**config.mk**
```make
export PLATFORM = sky130hd
export DESIGN_NAME = binary_to_decimal_formatter_unit
export DESIGN_NICKNAME = d
export VERILOG_FILES = /design/src/hw/rtl/bdf_pkg.sv /design/src/hw/rtl/bdf_front.sv /design/src/hw/rtl/bdf_queue.sv /design/src/hw/rtl/bdf_back.sv /design/src/hw/rtl/binary_to_decimal_formatter_unit.sv
export SDC_FILE = /design/constraint.sdc
export NUM_CORES = 2
export LEC_CHECK = 0
export BUFFER_PORTS_ARGS = -buffer_cell sky130_fd_sc_hd__clkbuf_2
export CAP_MARGIN = 15
export CORE_ASPECT_RATIO = 1.25
export CORE_MARGIN = 4
export CORE_UTILIZATION = 30
export DETAILED_ROUTE_END_ITERATION = 10
export GPL_TIMING_DRIVEN = 0
export REMOVE_ABC_BUFFERS = 1
export SLEW_MARGIN = 5
export SYNTH_ARGS = -nofsm -noshare
export SYNTH_HDL_FRONTEND = slang
export SYNTH_SLANG_ARGS = --single-unit
```
**constraint.sdc**
```tcl
create_clock -name clk -period 56.8 [get_ports clk]
set_input_delay 8.52 -clock clk [delete_from_list [all_inputs] [get_ports clk]]
set_output_delay 8.52 -clock clk [all_outputs]
set_load 0.1 [all_outputs]
```
**src/hw/rtl/bdf_pkg.sv**
```systemverilog
// shared constants, types and weight tables of the decimal formatter
package bdf_pkg;

    localparam int MAX_WIDTH = 16;
    localparam int NDIG      = 10;
    localparam int NSTEP     = 35;
    localparam int IN_W      = 5;
    localparam int IDX_W     = (MAX_WIDTH > 1) ? $clog2(MAX_WIDTH) : 1;
    localparam int NCH_W     = $clog2(MAX_WIDTH + 1);
    localparam int CLAMP_W   = (NCH_W > IN_W) ? NCH_W : IN_W;
    localparam int KW        = (NCH_W > 4) ? NCH_W : 4;
    localparam int SEL_W     = ((IDX_W > 4) ? IDX_W : 4) + 1;
    localparam int QDEPTH    = 4;
    localparam int QPTR_W    = $clog2(QDEPTH);
    localparam int QCNT_W    = $clog2(QDEPTH + 1);

    localparam logic [7:0] CH_ZERO  = 8'h30;
    localparam logic [7:0] CH_SPACE = 8'h20;
    localparam logic [7:0] CH_NULL  = 8'h00;

    // leading weight of each decade but the units, top decade first
    localparam logic [31:0] DECADE_WEIGHT [0:NDIG-2] = '{
        32'd4000000000, 32'd800000000, 32'd80000000, 32'd8000000, 32'd800000,
        32'd80000, 32'd8000, 32'd800, 32'd80
    };

    typedef logic [NDIG-1:0][3:0] digits_t;

    typedef struct packed {
        digits_t            digits;
        logic [3:0]         count;
        logic [NCH_W-1:0]   nchar;
        logic [IDX_W-1:0]   lead;
        logic [3:0]         base;
        logic [3:0]         ndig;
        logic               zero_fill;
        logic               empty;
    } item_t;

    typedef struct packed {
        logic full;
        logic empty;
    } q_status_t;

    // top decade has three steps, every other decade four, but the units digit has none
    function automatic logic [31:0] step_weight(input int s);
        logic [31:0] w;
        if (s < 3)
            w = DECADE_WEIGHT[0] >> s;
        else
            w = DECADE_WEIGHT[((s - 3) >> 2) + 1] >> ((s - 3) & 3);
        return w;
    endfunction

    function automatic int step_digit(input int s);
        int d;
        if (s < 3)
            d = 0;
        else
            d = ((s - 3) >> 2) + 1;
        return d;
    endfunction

    function automatic int step_bit(input int s);
        int b;
        if (s < 3)
            b = 2 - s;
        else
            b = 3 - ((s - 3) & 3);
        return b;
    endfunction

endpackage

```
**src/hw/rtl/bdf_front.sv**
```systemverilog
// front end: request intake, compare-subtract pipeline and field classification
module bdf_front
(
    input  logic                clk,
    input  logic                rst_n,
    input  logic                start,
    input  logic [31:0]         value,
    input  logic [4:0]          width,
    input  logic [1:0]          fill_mode,
    input  bdf_pkg::q_status_t  qstat,
    output logic                busy,
    output logic                push,
    output bdf_pkg::item_t      item
);

    typedef enum logic [1:0] {
        FILL_ZERO       = 2'd0,
        FILL_BLANK      = 2'd1,
        FILL_LEFT_BLANK = 2'd2,
        FILL_LEFT_NONE  = 2'd3
    } fill_mode_t;

    logic                   vld_reg   [0:bdf_pkg::NSTEP];
    logic [31:0]            acc_reg   [0:bdf_pkg::NSTEP];
    bdf_pkg::digits_t       dig_reg   [0:bdf_pkg::NSTEP];
    logic [4:0]             width_reg [0:bdf_pkg::NSTEP];
    logic [1:0]             mode_reg  [0:bdf_pkg::NSTEP];
    logic                   advance;

    assign advance = !(vld_reg[bdf_pkg::NSTEP] && qstat.full);
    assign busy    = !advance;
    assign push    = vld_reg[bdf_pkg::NSTEP] && !qstat.full;

    always_ff @(posedge clk or negedge rst_n)
    begin
        if (!rst_n)
        begin
            vld_reg[0] <= 1'b0;
        end
        else if (advance)
        begin
            vld_reg[0] <= start;
        end
    end

    always_ff @(posedge clk)
    begin
        if (advance && start)
        begin
            acc_reg[0]   <= value;
            dig_reg[0]   <= '0;
            width_reg[0] <= width;
            mode_reg[0]  <= fill_mode;
        end
    end

    for (genvar k = 0; k < bdf_pkg::NSTEP; k++)
    begin : g_step
        localparam logic [31:0] W = bdf_pkg::step_weight(k);
        localparam int          D = bdf_pkg::step_digit(k);
        localparam int          B = bdf_pkg::step_bit(k);
        logic               ge;
        bdf_pkg::digits_t   dig_next;

        assign ge = (acc_reg[k] >= W);

        always_comb
        begin
            dig_next       = dig_reg[k];
            dig_next[D][B] = ge;
        end

        always_ff @(posedge clk or negedge rst_n)
        begin
            if (!rst_n)
            begin
                vld_reg[k+1] <= 1'b0;
            end
            else if (advance)
            begin
                vld_reg[k+1] <= vld_reg[k];
            end
        end

        always_ff @(posedge clk)
        begin
            if (advance)
            begin
                acc_reg[k+1]   <= ge ? (acc_reg[k] - W) : acc_reg[k];
                dig_reg[k+1]   <= dig_next;
                width_reg[k+1] <= width_reg[k];
                mode_reg[k+1]  <= mode_reg[k];
            end
        end
    end

    // classify the finished digits into a field plan for the back end
    always_comb
    begin
        bdf_pkg::digits_t               dg;
        logic [3:0]                     first;
        logic [3:0]                     cnt;
        logic [bdf_pkg::CLAMP_W-1:0]    wx;
        logic [bdf_pkg::NCH_W-1:0]      wc;
        logic [bdf_pkg::KW-1:0]         wk;
        logic [bdf_pkg::KW-1:0]         ck;
        logic [bdf_pkg::KW-1:0]         slop;

        dg = dig_reg[bdf_pkg::NSTEP];
        dg[bdf_pkg::NDIG-1] = acc_reg[bdf_pkg::NSTEP][3:0];
        first = 4'(bdf_pkg::NDIG - 1);
        for (int d = bdf_pkg::NDIG - 2; d >= 0; d--)
        begin
            if (dg[d] != 4'd0)
                first = 4'(d);
        end
        cnt  = 4'(bdf_pkg::NDIG) - first;
        wx   = bdf_pkg::CLAMP_W'(width_reg[bdf_pkg::NSTEP]);
        wc   = (wx > bdf_pkg::CLAMP_W'(bdf_pkg::MAX_WIDTH)) ?
               bdf_pkg::NCH_W'(bdf_pkg::MAX_WIDTH) : bdf_pkg::NCH_W'(wx);
        wk   = bdf_pkg::KW'(wc);
        ck   = bdf_pkg::KW'(cnt);
        slop = wk - ck;

        item.digits    = dg;
        item.count     = cnt;
        item.nchar     = wc;
        item.lead      = '0;
        item.base      = first;
        item.ndig      = cnt;
        item.zero_fill = 1'b0;
        item.empty     = 1'b0;

        if (wc == '0)
        begin
            item.empty = 1'b1;
            item.nchar = bdf_pkg::NCH_W'(1);
        end
        else if (wk <= ck)
        begin
            // low-order digits only
            item.base = 4'(bdf_pkg::NDIG) - 4'(wk);
            item.ndig = 4'(wk);
        end
        else
        begin
            case (fill_mode_t'(mode_reg[bdf_pkg::NSTEP]))
                FILL_ZERO:
                begin
                    item.lead      = bdf_pkg::IDX_W'(slop);
                    item.zero_fill = 1'b1;
                end
                FILL_BLANK:
                begin
                    item.lead = bdf_pkg::IDX_W'(slop);
                end
                FILL_LEFT_BLANK:
                begin
                    item.lead = '0;
                end
                FILL_LEFT_NONE:
                begin
                    item.nchar = bdf_pkg::NCH_W'(ck);
                end
                default:
                begin
                    item.lead = '0;
                end
            endcase
        end
    end

endmodule

```
**src/hw/rtl/bdf_queue.sv**
```systemverilog
// small register queue between front and back ends
module bdf_queue
(
    input  logic                clk,
    input  logic                rst_n,
    input  logic                push,
    input  bdf_pkg::item_t      din,
    input  logic                pop,
    output bdf_pkg::item_t      dout,
    output bdf_pkg::q_status_t  stat
);

    bdf_pkg::item_t                 mem_reg [0:bdf_pkg::QDEPTH-1];
    logic [bdf_pkg::QPTR_W-1:0]     wr_reg;
    logic [bdf_pkg::QPTR_W-1:0]     rd_reg;
    logic [bdf_pkg::QCNT_W-1:0]     cnt_reg;
    logic [bdf_pkg::QCNT_W-1:0]     cnt_next;

    assign stat.full  = (cnt_reg == bdf_pkg::QCNT_W'(bdf_pkg::QDEPTH));
    assign stat.empty = (cnt_reg == '0);
    assign dout       = mem_reg[rd_reg];

    always_comb
    begin
        cnt_next = cnt_reg;
        if (push && !pop)
            cnt_next = cnt_reg + 1'b1;
        else if (pop && !push)
            cnt_next = cnt_reg - 1'b1;
    end

    always_ff @(posedge clk or negedge rst_n)
    begin
        if (!rst_n)
        begin
            wr_reg  <= '0;
            rd_reg  <= '0;
            cnt_reg <= '0;
        end
        else
        begin
            if (push)
                wr_reg <= wr_reg + 1'b1;
            if (pop)
                rd_reg <= rd_reg + 1'b1;
            cnt_reg <= cnt_next;
        end
    end

    always_ff @(posedge clk)
    begin
        if (push)
            mem_reg[wr_reg] <= din;
    end

endmodule

```
**src/hw/rtl/bdf_back.sv**
```systemverilog
// back end: walks one field plan and sends one character per cycle
module bdf_back
(
    input  logic                clk,
    input  logic                rst_n,
    input  bdf_pkg::q_status_t  qstat,
    input  bdf_pkg::item_t      qitem,
    output logic                pop,
    output logic                strobe,
    output logic [7:0]          character,
    output logic                is_last,
    output logic                is_empty,
    output logic [3:0]          digit_count
);

    logic                           act_reg;
    logic                           act_next;
    bdf_pkg::item_t                 cur_reg;
    logic [bdf_pkg::IDX_W-1:0]      idx_reg;
    logic                           last_char;
    logic [7:0]                     ch;
    logic                           strobe_reg;
    logic [7:0]                     char_reg;
    logic                           last_reg;
    logic                           empty_reg;
    logic [3:0]                     count_reg;

    assign last_char = act_reg &&
                       (bdf_pkg::NCH_W'(idx_reg) == cur_reg.nchar - 1'b1);
    assign pop       = !qstat.empty && (!act_reg || last_char);
    assign act_next  = pop ? 1'b1 : (last_char ? 1'b0 : act_reg);

    always_comb
    begin
        logic [bdf_pkg::IDX_W-1:0]  j;
        logic [bdf_pkg::SEL_W-1:0]  jx;
        logic [bdf_pkg::SEL_W-1:0]  sel;
        logic [3:0]                 dsel;

        j    = idx_reg - cur_reg.lead;
        jx   = bdf_pkg::SEL_W'(j);
        sel  = jx + bdf_pkg::SEL_W'(cur_reg.base);
        dsel = (sel[3:0] < 4'(bdf_pkg::NDIG)) ? cur_reg.digits[sel[3:0]] : 4'd0;

        if (cur_reg.empty)
            ch = bdf_pkg::CH_NULL;
        else if (idx_reg < cur_reg.lead)
            ch = cur_reg.zero_fill ? bdf_pkg::CH_ZERO : bdf_pkg::CH_SPACE;
        else if (jx < bdf_pkg::SEL_W'(cur_reg.ndig))
            ch = bdf_pkg::CH_ZERO + {4'd0, dsel};
        else
            ch = bdf_pkg::CH_SPACE;
    end

    always_ff @(posedge clk or negedge rst_n)
    begin
        if (!rst_n)
        begin
            act_reg    <= 1'b0;
            strobe_reg <= 1'b0;
        end
        else
        begin
            act_reg    <= act_next;
            strobe_reg <= act_reg;
        end
    end

    always_ff @(posedge clk)
    begin
        if (pop)
        begin
            cur_reg <= qitem;
            idx_reg <= '0;
        end
        else
        begin
            idx_reg <= idx_reg + 1'b1;
        end
        char_reg  <= ch;
        last_reg  <= last_char;
        empty_reg <= cur_reg.empty;
        count_reg <= cur_reg.count;
    end

    assign strobe      = strobe_reg;
    assign character   = char_reg;
    assign is_last     = last_reg;
    assign is_empty    = empty_reg;
    assign digit_count = count_reg;

endmodule

```
**src/hw/rtl/binary_to_decimal_formatter_unit.sv**
```systemverilog
// top level of the binary to decimal ASCII field formatter
//
//  channel   handshake            payload
//  request   start / busy         value, width, fill_mode
//  result    strobe (no stall)    character, is_last, is_empty, digit_count
//
// a request passes an input register and 35 compare-subtract stages into a four-deep queue
// the back end sends one character per cycle, max(1, field characters) characters per request,
// up to 16, so the character counter of the back end sets the sustained rate
// a first character passes the stages, the queue and the back end field and output registers
// reset clears valid bits, queue pointers and the back end state, no clearing pass
// busy rises only while the pipeline output waits on a full queue
module binary_to_decimal_formatter_unit
(
    input  logic        clk,
    input  logic        rst_n,
    input  logic        start,
    output logic        busy,
    input  logic [31:0] value,
    input  logic [4:0]  width,
    input  logic [1:0]  fill_mode,
    output logic        strobe,
    output logic [7:0]  character,
    output logic        is_last,
    output logic        is_empty,
    output logic [3:0]  digit_count
);

    bdf_pkg::q_status_t qstat;
    bdf_pkg::item_t     front_item;
    bdf_pkg::item_t     q_item;
    logic               push;
    logic               pop;

    bdf_front u_front
    (
        .clk        (clk),
        .rst_n      (rst_n),
        .start      (start),
        .value      (value),
        .width      (width),
        .fill_mode  (fill_mode),
        .qstat      (qstat),
        .busy       (busy),
        .push       (push),
        .item       (front_item)
    );

    bdf_queue u_queue
    (
        .clk    (clk),
        .rst_n  (rst_n),
        .push   (push),
        .din    (front_item),
        .pop    (pop),
        .dout   (q_item),
        .stat   (qstat)
    );

    bdf_back u_back
    (
        .clk         (clk),
        .rst_n       (rst_n),
        .qstat       (qstat),
        .qitem       (q_item),
        .pop         (pop),
        .strobe      (strobe),
        .character   (character),
        .is_last     (is_last),
        .is_empty    (is_empty),
        .digit_count (digit_count)
    );

endmodule

```
==> flow_summary.ini <==
[global_route]
grt_start_max_net_pins = 138
grt_pass1_wl_um = 246700
grt_overflow = 0
track_usage_pct = 9.280
first_global_vias = 48350
antenna_found_initial = 3

[job]
max-cap-violations = 0

[pwr]
switching_share_pct = 30.07
vdd_ir_drop_max_mv = 0.03523
comb_power_share_pct = 21.4
power.internal_mw = 4.462
leakagePower_nw = 36.40
clkPwrFrac_pct = 24.6
power_mw = 6.381
switchingPower_mw = 1.918
seqPwrFrac_pct = 54.0
power.density_nw_per_um2 = 58.99

[placement]
dp.cells = 9984
dp_hpwl_um = 100600
portBuffers = 55
place.gp.congestion = 0.8276

[setup_path]
path_class = register to output port
cp_num_buf_inv = 1
slowest_stage = clkbuf_2
critical-path-top-delay-family = buffers and inverters
critPathMaxFanout = 5
arrival_ps = 2190
max_stage_delay_ps = 480
cp_cell_sequence = nor2_1 -> and3_2 -> clkbuf_2
end_kind = output port
start_kind = register
crit_required_ps = 48280

[sta]
max_freq_mhz = 93.33
min_period_ps = 10710
rsz0062_at_grt = false
setup_viol = 0
hold_violations = 0
setup_tns_ps = 0
clock_skew_ps = 62.73
hold_slack_ps = 322.7
tightest_slew_ps = 1159
slew_violations = 0
period_share_pct = 18.86
relSlewSlack_pct = 22.00

[clock_network]
cts_hold_buf = 0
ctsResizeCount = 0
path_clk_slew_ps = 60
numCtsBuffers = 241
clk_latency_ps = 860
htreeDepth = 4
max-clock-path-buffers = 3
clock-root-buffer = clkbuf_16
postCtsSetupBuffers = 0
cts_tree = built
clock_sinks = 2372

[layout]
instances_no_fill = 10440
drive_gt1_share_pct = 10.08
final_core_util_pct = 34.69
largest_register_ffs = 1124
fill_cells = 29540
nNetsFinal = 6195
multi_input_area_um2 = 22430
seq_area_um2 = 70850
areaGrowthSynthToFinish_pct = 14.88

[route]
initialDrtViolationCount = 2925
via_per_inst = 4.514
vias = 47120
routed_wirelength_um = 153100
route.detailed.drc = 0
wl_per_cell_um = 14.67
postRouteAntennaNets = 0
dr.pass1.iters = 8

[worst_hold_path]
hold_class = register to register

[synthesis]
synth_area_um2 = 94150
syn_inst = 5826
yosys-top-cells-area = edfxtp_1 74%, xnor2_1 3.7%, xor2_1 3.4%, mux4_2 1.6%, nor2_1 1.5%
synth_edf_count = 2311
synth_top_area_share_pct = 73.71
synth_ff_type = edfxtp_1
yosysWarnings = 0
seq_area_frac_synth_pct = 75.25
ys_seq_elements = 2372
syn_area_per_cell_um2 = 16.16
synth_cell_types = 87
yosysTopAreaCell = edfxtp_1
synthArstFlopShare_pct = 1.897

[floorplan]
die_w_um = 509.1
core_area_um2 = 311700
start_util_pct = 30.20
io_pins = 58
num_rows = 229
dieArea_um2 = 322900
die_h_um = 634.3

[run_status]
status = complete, no violations
==> logic make-up (layout without fill, tap and decap cells) <==
kind of cell | after synthesis | after routing | share of synthesized area (%)
XOR/XNOR | 759 | 759 | 7.061
buffers and inverters | 249 | 700 | 1.005
flip-flops | 2372 | 2372 | 75.25
AO/OA/AOI/OAI | 524 | 524 | 3.603
AND/OR/NAND/NOR | 1700 | 1700 | 9.526
other | 1 | 4 | 0.003983
multiplexers | 140 | 140 | 2.448
adder cells (fa/ha/maj) | 81 | 81 | 1.108
==> synthesized netlist by cell type (45+ instances only) <==
cell	instances
nand2b_1	55
clkbuf_1	73
dfrtp_1	45
mux4_2	67
inv_1	156
nand3_1	122
or3_1	70
xor2_1	361
nand4_1	50
nor4_1	141
nand2_1	322
a21oi_1	132
o21ai_0	123
ha_1	77
or4_1	74
nor3_1	189
mux2_2	52
edfxtp_1	2311
nor2_1	375
xnor2_1	398
==> routing by layer <==
layer	vias to the layer above	GRT usage [%]	part of all wire, %
met5	-	0	0
met4	0	4.505	4.4
met3	386	1.779	3.6
met2	794	17.67	54
met1	23200	9.668	38
li1	22740	-	-
==> power groups by stage <==
stage | clock network, mW | registers [mW] | logic, mW
finish | 1.57 | 3.45 | 1.37
global route | 1.70 | 3.53 | 1.53
detailed placement | 0 | 3.48 | 1.38
CTS | 1.62 | 3.45 | 1.39
floorplan | 0 | 3.83 | 1.02
global placement | 0 | 4.29 | 1.31
==> through the flow <==
stage | setup slack, ps | cell area [um2]
2_1_floorplan | 15250 | 93810
4_1_cts | 45970 | 108100
3_3_place_gp | 2060 | 99290
3_5_place_dp | 46930 | 100100
6_report | 46090 | 108200
5_1_grt | 45950 | 108200
==> worst paths after layout <==
check	start	end	slack, ps	cells after the start
max in group asynchronous	rst_n	u_front.vld_reg[34]	48780	2
worst min-delay path	u_back.cur_reg[22]	u_back.digit_count[3]	320	0
min in group asynchronous	rst_n	u_queue.rd_reg[0]	7540	1
worst max-delay path	u_queue.cnt_reg[0]	busy	46090	3
worst max register to register	u_queue.cnt_reg[0]	u_front.acc_reg[2][94]	51510	10
worst min register to register	u_back.cur_reg[22]	u_back.digit_count[3]	320	0
==> worst reg2reg max path: cells and delay by family (launching register included) <==
family        cells  cell delay (ps)
buf+inv           8             4030
flops             1              430
simple gates      2              360
==> layout make-up <==
cell class / instances / share of cell area, %
Antenna cell: 2 / 0.004627
Clock buffer: 301 / 5.869
Clock inverter: 148 / 1.529
Inverter: 161 / 0.5657
Multi-Input combinational cell: 3206 / 20.74
Sequential cell: 2372 / 65.51
Tap cell: 4158 / 4.810
Timing Repair Buffer: 90 / 0.9798
==> placed cells by master (no fill, tap or decap), drive strengths merged, types with 38 or more instances in the layout <==
| master | instances |
|---|---|
| a21oi | 132 |
| clkbuf | 356 |
| clkinv | 106 |
| dfrtp | 45 |
| edfxtp | 2311 |
| ha | 77 |
| inv | 165 |
| mux2 | 52 |
| mux4 | 67 |
| nand2 | 322 |
| nand2b | 55 |
| nand3 | 122 |
| nand3b | 39 |
| nand4 | 50 |
| nor2 | 376 |
| nor2b | 38 |
| nor3 | 190 |
| nor4 | 142 |
| o21ai | 124 |
| o31ai | 39 |
| or3 | 71 |
| or4 | 74 |
| xnor2 | 398 |
| xor2 | 361 |
(Power assumes the default switching activity.)
